**src/sv/tlbpt_pkg.sv**
```systemverilog
// ----------------------------------------------------------------------------
// TLB page table translator package
// Field widths and parameter defaults shared by the translator core.
// ----------------------------------------------------------------------------
package tlbpt_pkg;

  localparam int ADDR_W  = 16;
  localparam int FRAME_W = 8;
  localparam int CNT_W   = 32;

  localparam int TLB_ENTRIES_DEF = 16;
  localparam int PAGE_COUNT_DEF  = 256;
  localparam int PAGE_BYTES_DEF  = 256;

  localparam logic [CNT_W-1:0] CNT_MAX = {CNT_W{1'b1}};

  // output tdata: physical_address, hit_total, fault_total, padded to bytes
  localparam int OUT_BITS   = ADDR_W + 2 * CNT_W;
  localparam int OUT_DATA_W = ((OUT_BITS + 7) / 8) * 8;

  typedef enum logic [0:0] {
    USER_HIT   = 1'b0,
    USER_FAULT = 1'b1
  } user_bit_t;

  function automatic logic [CNT_W-1:0] sat_inc(input logic [CNT_W-1:0] v);
    sat_inc = (v == CNT_MAX) ? v : v + CNT_W'(1);
  endfunction

endpackage

```
**src/sv/tlbpt_ram.sv**
```systemverilog
// ----------------------------------------------------------------------------
// Generic single-port-write RAM
// One write port, one read port, read data registered.
// ----------------------------------------------------------------------------
module tlbpt_ram #(
  parameter int WIDTH = 8,
  parameter int DEPTH = 256
) (
  input  logic                     clk,
  input  logic                     we,
  input  logic [$clog2(DEPTH)-1:0] waddr,
  input  logic [WIDTH-1:0]         wdata,
  input  logic [$clog2(DEPTH)-1:0] raddr,
  output logic [WIDTH-1:0]         rdata
);

  logic [WIDTH-1:0] mem [DEPTH];

  always_ff @(posedge clk) begin
    if (we) begin
      mem[waddr] <= wdata;
    end
    rdata <= mem[raddr];
  end

endmodule

```
**src/sv/tlb_page_table_translator_core.sv**
```systemverilog
// ----------------------------------------------------------------------------
// TLB page table translator core
// Input is held in the stage register, the result in the output register.
// Throughput: one address per cycle unless the output stalls; page table RAM
// read as the address is taken; TLB, valid bits, counters update in one pass.
// Reset (synchronous): empties TLB and page table valid bits, clears the FIFO
// pointer, free frame counter and hit/fault counts. No clearing pass.
// PAGE_BYTES and PAGE_COUNT must be powers of two.
// ----------------------------------------------------------------------------
module tlb_page_table_translator_core
  import tlbpt_pkg::*;
#(
  parameter int TLB_ENTRIES = TLB_ENTRIES_DEF,
  parameter int PAGE_COUNT  = PAGE_COUNT_DEF,
  parameter int PAGE_BYTES  = PAGE_BYTES_DEF
) (
  input  logic                  clk,
  input  logic                  rst,
  input  logic                  s_axis_tvalid,
  output logic                  s_axis_tready,
  input  logic [ADDR_W-1:0]     s_axis_tdata,   // [15:0] logical_address
  output logic                  m_axis_tvalid,
  input  logic                  m_axis_tready,
  output logic [OUT_DATA_W-1:0] m_axis_tdata,   // [15:0] physical_address,
                                                // [47:16] hit_total,
                                                // [79:48] fault_total
  output logic [1:0]            m_axis_tuser    // [0] tlb_hit, [1] page_fault
);

  localparam int OFS_W   = $clog2(PAGE_BYTES);
  localparam int PAGE_W  = $clog2(PAGE_COUNT);
  localparam int TLB_IW  = (TLB_ENTRIES > 1) ? $clog2(TLB_ENTRIES) : 1;
  localparam logic [TLB_IW-1:0] TLB_LAST = TLB_IW'(TLB_ENTRIES - 1);

  // TLB and mapping state
  logic                  tlb_valid [TLB_ENTRIES];
  logic [PAGE_W-1:0]     tlb_page  [TLB_ENTRIES];
  logic [FRAME_W-1:0]    tlb_frame [TLB_ENTRIES];
  logic [PAGE_COUNT-1:0] table_valid;
  logic [TLB_IW-1:0]     fifo_pointer;
  logic [FRAME_W-1:0]    next_free_frame;
  logic [CNT_W-1:0]      hit_counter;
  logic [CNT_W-1:0]      fault_counter;

  // input stage
  logic                  stage_valid;
  logic [ADDR_W-1:0]     stage_addr;
  logic                  fwd;
  logic [FRAME_W-1:0]    fwd_frame;

  // output register
  logic                  out_valid;
  logic [ADDR_W-1:0]     out_phys;
  logic                  out_hit;
  logic                  out_fault;
  logic [CNT_W-1:0]      out_hit_total;
  logic [CNT_W-1:0]      out_fault_total;

  logic                  fire;
  logic                  load;
  logic [ADDR_W-1:0]     in_shift;
  logic [PAGE_W-1:0]     in_page;
  logic [ADDR_W-1:0]     stage_shift;
  logic [PAGE_W-1:0]     stage_page;
  logic [OFS_W-1:0]      stage_ofs;
  logic [TLB_ENTRIES-1:0] match;
  logic                  hit;
  logic [FRAME_W-1:0]    hit_frame;
  logic                  mapped;
  logic [FRAME_W-1:0]    ram_rdata;
  logic [FRAME_W-1:0]    table_frame;
  logic [FRAME_W-1:0]    frame;
  logic                  fault;
  logic [PAGE_W-1:0]     ram_raddr;
  logic                  ram_we;
  logic [CNT_W-1:0]      hit_counter_next;
  logic [CNT_W-1:0]      fault_counter_next;
  logic [ADDR_W-1:0]     phys;

  // handshake
  assign fire          = stage_valid && (!out_valid || m_axis_tready);
  assign s_axis_tready = !stage_valid || fire;
  assign load          = s_axis_tvalid && s_axis_tready;

  // address split
  assign in_shift    = s_axis_tdata >> OFS_W;
  assign in_page     = in_shift[PAGE_W-1:0];
  assign stage_shift = stage_addr >> OFS_W;
  assign stage_page  = stage_shift[PAGE_W-1:0];
  assign stage_ofs   = stage_addr[OFS_W-1:0];

  // TLB search, lowest matching entry wins
  always_comb begin
    for (int i = 0; i < TLB_ENTRIES; i++) begin
      match[i] = tlb_valid[i] && (tlb_page[i] == stage_page);
    end
  end

  always_comb begin
    hit       = 1'b0;
    hit_frame = '0;
    for (int i = TLB_ENTRIES - 1; i >= 0; i--) begin
      if (match[i]) begin
        hit       = 1'b1;
        hit_frame = tlb_frame[i];
      end
    end
  end

  // page table
  assign ram_raddr   = load ? in_page : stage_page;
  assign mapped      = table_valid[stage_page];
  assign table_frame = fwd ? fwd_frame : ram_rdata;
  assign fault       = !hit && !mapped;
  assign ram_we      = fire && fault;

  tlbpt_ram #(
    .WIDTH (FRAME_W),
    .DEPTH (PAGE_COUNT)
  ) u_table (
    .clk   (clk),
    .we    (ram_we),
    .waddr (stage_page),
    .wdata (next_free_frame),
    .raddr (ram_raddr),
    .rdata (ram_rdata)
  );

  always_comb begin
    priority if (hit) begin
      frame = hit_frame;
    end else if (mapped) begin
      frame = table_frame;
    end else begin
      frame = next_free_frame;
    end
  end

  assign phys               = ADDR_W'({frame, stage_ofs});
  assign hit_counter_next   = hit ? sat_inc(hit_counter) : hit_counter;
  assign fault_counter_next = fault ? sat_inc(fault_counter) : fault_counter;

  // stage and bypass registers
  always_ff @(posedge clk) begin
    if (rst) begin
      stage_valid <= 1'b0;
      fwd         <= 1'b0;
    end else begin
      if (load) begin
        stage_valid <= 1'b1;
      end else if (fire) begin
        stage_valid <= 1'b0;
      end
      fwd <= ram_we && (stage_page == ram_raddr);
    end
    if (load) begin
      stage_addr <= s_axis_tdata;
    end
    fwd_frame <= next_free_frame;
  end

  // translation state update
  always_ff @(posedge clk) begin
    if (rst) begin
      for (int i = 0; i < TLB_ENTRIES; i++) begin
        tlb_valid[i] <= 1'b0;
      end
      table_valid     <= '0;
      fifo_pointer    <= '0;
      next_free_frame <= '0;
      hit_counter     <= '0;
      fault_counter   <= '0;
    end else if (fire) begin
      hit_counter   <= hit_counter_next;
      fault_counter <= fault_counter_next;
      if (!hit) begin
        tlb_valid[fifo_pointer] <= 1'b1;
        fifo_pointer <= (fifo_pointer == TLB_LAST) ? '0 : fifo_pointer + TLB_IW'(1);
      end
      if (fault) begin
        table_valid[stage_page] <= 1'b1;
        next_free_frame         <= next_free_frame + FRAME_W'(1);
      end
    end
  end

  always_ff @(posedge clk) begin
    if (fire && !hit) begin
      tlb_page[fifo_pointer]  <= stage_page;
      tlb_frame[fifo_pointer] <= frame;
    end
  end

  // output register
  always_ff @(posedge clk) begin
    if (rst) begin
      out_valid <= 1'b0;
    end else if (fire) begin
      out_valid <= 1'b1;
    end else if (m_axis_tready) begin
      out_valid <= 1'b0;
    end
    if (fire) begin
      out_phys        <= phys;
      out_hit         <= hit;
      out_fault       <= fault;
      out_hit_total   <= hit_counter_next;
      out_fault_total <= fault_counter_next;
    end
  end

  assign m_axis_tvalid = out_valid;
  assign m_axis_tdata  = OUT_DATA_W'({out_fault_total, out_hit_total, out_phys});

  always_comb begin
    m_axis_tuser           = '0;
    m_axis_tuser[USER_HIT]   = out_hit;
    m_axis_tuser[USER_FAULT] = out_fault;
  end

endmodule
```
**config.mk**
```make
export PLATFORM = sky130hd
export DESIGN_NAME = tlb_page_table_translator_core
export DESIGN_NICKNAME = d
export VERILOG_FILES = /design/src/sv/tlbpt_pkg.sv /design/src/sv/tlbpt_ram.sv /design/src/sv/tlb_page_table_translator_core.sv
export SDC_FILE = /design/constraint.sdc
export NUM_CORES = 2
export LEC_CHECK = 0
export ABC_AREA = 1
export BUFFER_PORTS_ARGS = -buffer_cell sky130_fd_sc_hd__buf_4
export CELL_PAD_IN_SITES_DETAIL_PLACEMENT = 1
export CELL_PAD_IN_SITES_GLOBAL_PLACEMENT = 1
export CORE_UTILIZATION = 51
export CTS_CLUSTER_DIAMETER = 50
export DETAILED_ROUTE_END_ITERATION = 8
export PLACE_DENSITY = 0.84
export SETUP_SLACK_MARGIN = 0.05
export SLEW_MARGIN = 5
export SYNTH_ARGS = -nofsm -noshare
export SYNTH_HDL_FRONTEND = slang
export SYNTH_HIERARCHICAL = 1
export SYNTH_SLANG_ARGS = --single-unit
```
**constraint.sdc**
```tcl
create_clock -name clk -period 5.6 [get_ports clk]
set_input_delay 0.28 -clock clk [delete_from_list [all_inputs] [get_ports clk]]
set_output_delay 0.28 -clock clk [all_outputs]
set_load 0.05 [all_outputs]
```
==> impl_metrics.csv <==
group,metric,value,unit
final_layout,final_nets,11026,
worst_setup_path,critPathKind,"reg -> reg",
synth,synth.net_count,11087,
worst_setup_path,end_kind,"flop",
grt,grt_overflow,0,
status,outcome,"finished, violations left",
timing,period_share,94.88,%
synth,synth_area,0.1164,sq mm
grt,antenna_found_initial,16,
timing,holdWs,0.06116,ns
worst_hold_path,hp-start,"s_axis_tdata[3]",
synth,synth-main-ff-cell,"edfxtp_1",
power_and_ir_drop,power_switching,0.01150,W
detailed_routing,drtIter0Drc,12195,
floorplanning,num_rows,175,
floorplanning,io_pins,104,
worst_setup_path,r2r_cells,15,
power_and_ir_drop,pwr-share-clk,44.7,%
detailed_routing,top_layer_used,"met5",
floorplanning,die_x,479.8,um
worst_setup_path,crit_slowest_cell,"edfxtp_1",
power_and_ir_drop,combPwrFrac,7.5,%
final_layout,area_growth,11.86,%
timing,final.setup.tns,0,ns
detailed_routing,wl,397000,um
floorplanning,initial_core_util,51.29,%
power_and_ir_drop,cell_internal_pwr,0.03549,W
placement,place_hpwl,220600,um
timing,slew_viol_final,0,
timing,worst-slew-pin-transition,1.274,ns
worst_setup_path,cp_data_required_time,6.48,ns
timing,clock_skew,0.08119,ns
synth,async_flop_share,0,%
timing,period_minus_slack,5.313,ns
clock_tree,htree_levels,5,
worst_setup_path,cp_common_cell,"nand2_1",
placement,place_congestion,0.9060,
timing,hold_viol,0,
power_and_ir_drop,powerDensity,360.7,mW/mm^2
worst_hold_path,hp-class,"in -> reg",
clock_tree,clk_latency,1.00,ns
power_and_ir_drop,vdd_ir_drop_max,0.3161,mV
synth,ys_types,52,
worst_hold_path,min_to,"stage_addr[3]$_DFFE_PP_",
floorplanning,dieArea,0.2302,sq mm
detailed_routing,vias_per_cell,6.339,
grt,grt_first_pass_wirelength,589100,um
grt,grt_max_degree,245,
worst_hold_path,holdPathStages,2,
detailed_routing,wire_per_inst,27.83,um
worst_setup_path,critPathLaunchType,"flop",
job,drv_cap,0,
floorplanning,die_y,479.8,um
detailed_routing,vias,90425,
timing,setup_violations,0,
clock_tree,cts_buffer_depth,4,
detailed_routing,first_pass_iters,9,
clock_tree,clk_pin_slew_worst_paths,0.06,ns
detailed_routing,drc_errors,2,
worst_setup_path,critPathMaxFanout,244,
worst_setup_path,worstPathArrival,6.19,ns
floorplanning,fp.coreArea,0.2271,sq mm
synth,ys_seq_area_share,68.25,%
grt,grt_usage,33.83,%
clock_tree,cts_buffers,322,
worst_setup_path,crit_chain,"inv_2 > nor2_1 > inv_1 > o21ai_0 > o21ai_1 > nand4_1 > nand2_1 > nand2_1 > nor2_4 > nand2_2 > inv_8 > buf_4 > buf_12 > nand2_1 > a21oi_1",
detailed_routing,wl_met2,190400,um
clock_tree,postCtsSetupBuffers,0,
power_and_ir_drop,p_leak,47.29,nW
worst_setup_path,reg2reg_from,"stage_addr[10]$_DFFE_PP_",
grt,grt_pass1_vias,94301,
placement,portBuffers,103,
clock_tree,cts-root-buf,"clkbuf_16",
worst_setup_path,cp_top_family,"buffers and inverters",
timing,fmax,188.2,MHz
detailed_routing,dr_wl_met3,40880,um
clock_tree,cts_sinks,2769,
power_and_ir_drop,seq_power_share,47.8,%
synth,synthCells,11060,
synth,syn-mean-instance-area,10.53,sq um
clock_tree,tritoncts,"done",
worst_setup_path,max_stage_delay,0.60,ns
final_layout,layout-drive-gt1-share,7.213,%
power_and_ir_drop,switching_share,24.47,%
clock_tree,ctsResizeCount,0,
worst_setup_path,critPathBufInv,5,
detailed_routing,drtAntennaViolNets,0,
synth,yosys_register_bits,2769,
worst_setup_path,r2r-end,"table_valid[72]$_SDFFE_PP0P_",
status,violations,"design-rule violations",
timing,rsz0062_at_grt,"no",
timing,slew_headroom,15.10,%
worst_setup_path,ff2ff_setup_slack,0.29,ns
synth,synth_edf_count,2402,
detailed_routing,m1WireLength,143800,um
synth,synth_warnings,6,
[synth_stat cells (7+ instances only)]
library cell / number / area [sq um]
nand3_1: 2195 / 10990
nor3_1: 28 / 140.1
o21ai_0: 155 / 775.7
buf_6: 17 / 191.4
xor2_1: 61 / 534.3
edfxtp_1: 2402 / 72130
o22ai_1: 34 / 212.7
or2_2: 8 / 50.05
nor2_1: 756 / 2838
nand3b_1: 8 / 60.06
o211ai_1: 7 / 52.55
buf_4: 74 / 555.5
clkbuf_1: 232 / 870.8
mux2_2: 7 / 78.83
inv_1: 604 / 2267
o221ai_1: 49 / 429.2
a221oi_1: 18 / 157.7
a22oi_1: 48 / 360.4
nor4_1: 32 / 200.2
nand2_1: 3062 / 11490
inv_2: 10 / 37.54
nand4_1: 31 / 193.9
buf_2: 323 / 1617
o2111ai_1: 7 / 61.31
o21ai_1: 18 / 90.09
a21oi_1: 388 / 1942
ha_1: 7 / 87.58
dfxtp_1: 367 / 7347
xnor2_1: 18 / 157.7
buf_1: 46 / 172.7
[stage by stage]
step | area [sq um] | power (W) | instances | util (%) | worst slack, ns
3_5_place_dp | 119700 | 0.02618 | 13664 | 52.71 | 0.6035
4_1_cts | 130200 | 0.04697 | 14252 | 57.35 | 0.5365
2_1_floorplan | 116400 | 0.02496 | 11060 | - | 0.7365
5_1_grt | 130200 | 0.04788 | 14255 | 57.36 | 0.1645
3_3_place_gp | 119700 | 0.02601 | 13664 | 52.71 | 0.7142
6_report | 130300 | 0.04699 | 14265 | 57.37 | 0.2867
[cell families (layout without fill, tap and decap cells)]
group / count (synthesis) / count (layout) / share of synthesized area (%)
other: 0 / 13 / 0
buffers and inverters: 1311 / 1494 / 4.934
AO/OA/AOI/OAI: 738 / 738 / 3.603
adder cells (fa/ha/maj): 7 / 7 / 0.07521
XOR/XNOR: 79 / 79 / 0.5942
AND/OR/NAND/NOR: 6148 / 6148 / 22.47
multiplexers: 8 / 8 / 0.07629
flip-flops: 2769 / 2769 / 68.25
[power by group through the flow]
stage	Combinational, W	Clock, W	Sequential [W]
floorplan	0.00194	0	0.0230
global placement	0.00315	0	0.0229
detailed placement	0.00330	0	0.0229
CTS	0.00341	0.0211	0.0224
global route	0.00366	0.0218	0.0224
finish	0.00354	0.0210	0.0224
[worst register-to-register path: cells and delay by family, from the launching register on]
family | cells | cell delay (ns)
flip-flops | 1 | 0.60
buffers and inverters | 5 | 2.26
AND/OR/NAND/NOR | 7 | 1.63
AO/OA/AOI/OAI | 3 | 0.75
[registers in the layout (all words and copies together) (netlist names)]
register / cells
out_fault: 1
fwd_frame: 8
stage_valid: 1
out_hit: 1
m_axis_tvalid: 1
u_table/mem: 2048
fwd: 1
stage_addr: 16
out_fault_total: 32
tlb_page: 128
out_phys: 16
u_table/rdata: 8
next_free_frame: 8
hit_counter: 32
out_hit_total: 32
table_valid: 256
tlb_valid: 16
fault_counter: 32
fifo_pointer: 4
tlb_frame: 128
[how the worst max path moves through the flow]
| stage | from | end | cells after the start |
|---|---|---|---|
| after floorplan | next_free_frame[2]$_SDFFE_PP0P_ | next_free_frame[7]$_SDFFE_PP0P_ | 5 |
| after global placement | stage_addr[10]$_DFFE_PP_ | u_table/mem[106][6]$_DFFE_PP_ | 13 |
| after detailed placement | stage_addr[10]$_DFFE_PP_ | u_table/mem[147][0]$_DFFE_PP_ | 14 |
| after CTS | stage_addr[10]$_DFFE_PP_ | u_table/mem[147][5]$_DFFE_PP_ | 14 |
| after global routing | stage_addr[10]$_DFFE_PP_ | table_valid[229]$_SDFFE_PP0P_ | 15 |
| final | stage_addr[10]$_DFFE_PP_ | table_valid[72]$_SDFFE_PP0P_ | 15 |
[cell type report]
cell class	instances	area [sq um]
antenna	13	32.53
multi-input combinational	6980	31360
fill	23604	96800
clock buffer	394	8610
inverter	618	2364
clock inverter	174	1743
tap	3009	3765
timing repair buffer	308	2883
sequential	2769	79510
[layout by cell type (no fill, tap or decap), types with 8 or more instances in the layout]
master and instances:
a21oi_1 388, a221oi_1 18, a22oi_1 48, buf_12 41, buf_4 246, bufinv_16 30
clkbuf_1 54, clkbuf_16 331, clkbuf_8 9, clkinv_1 58, clkinv_2 35, clkinv_4 11
clkinvlp_4 12, dfxtp_1 359, dfxtp_4 8, diode_2 13, dlygate4sd3_1 20, edfxtp_1 2402
inv_1 602, inv_2 9, inv_6 24, nand2_1 3059, nand3_1 2195, nand3b_1 8
nand4_1 31, nor2_1 751, nor3_1 28, nor4_1 30, o21ai_0 147, o21ai_1 19
o221ai_1 49, o22ai_1 34, or2_2 8, xnor2_1 18, xor2_1 61
[metal layers]
layer	vias up	global-route usage [%]
met5	-	0
met4	16	17.64
met3	1358	6.765
met2	5905	55.65
met1	45150	42.36
li1	37996	-
[timing repair]
| item | in CTS | in global routing |
|---|---|---|
| setup endpoints to repair | 0 | 0 |
| hold buffers | 20 | 0 |
| endpoints found under the hold margin | 88 | 0 |
Power figures use the tool's default switching activity.
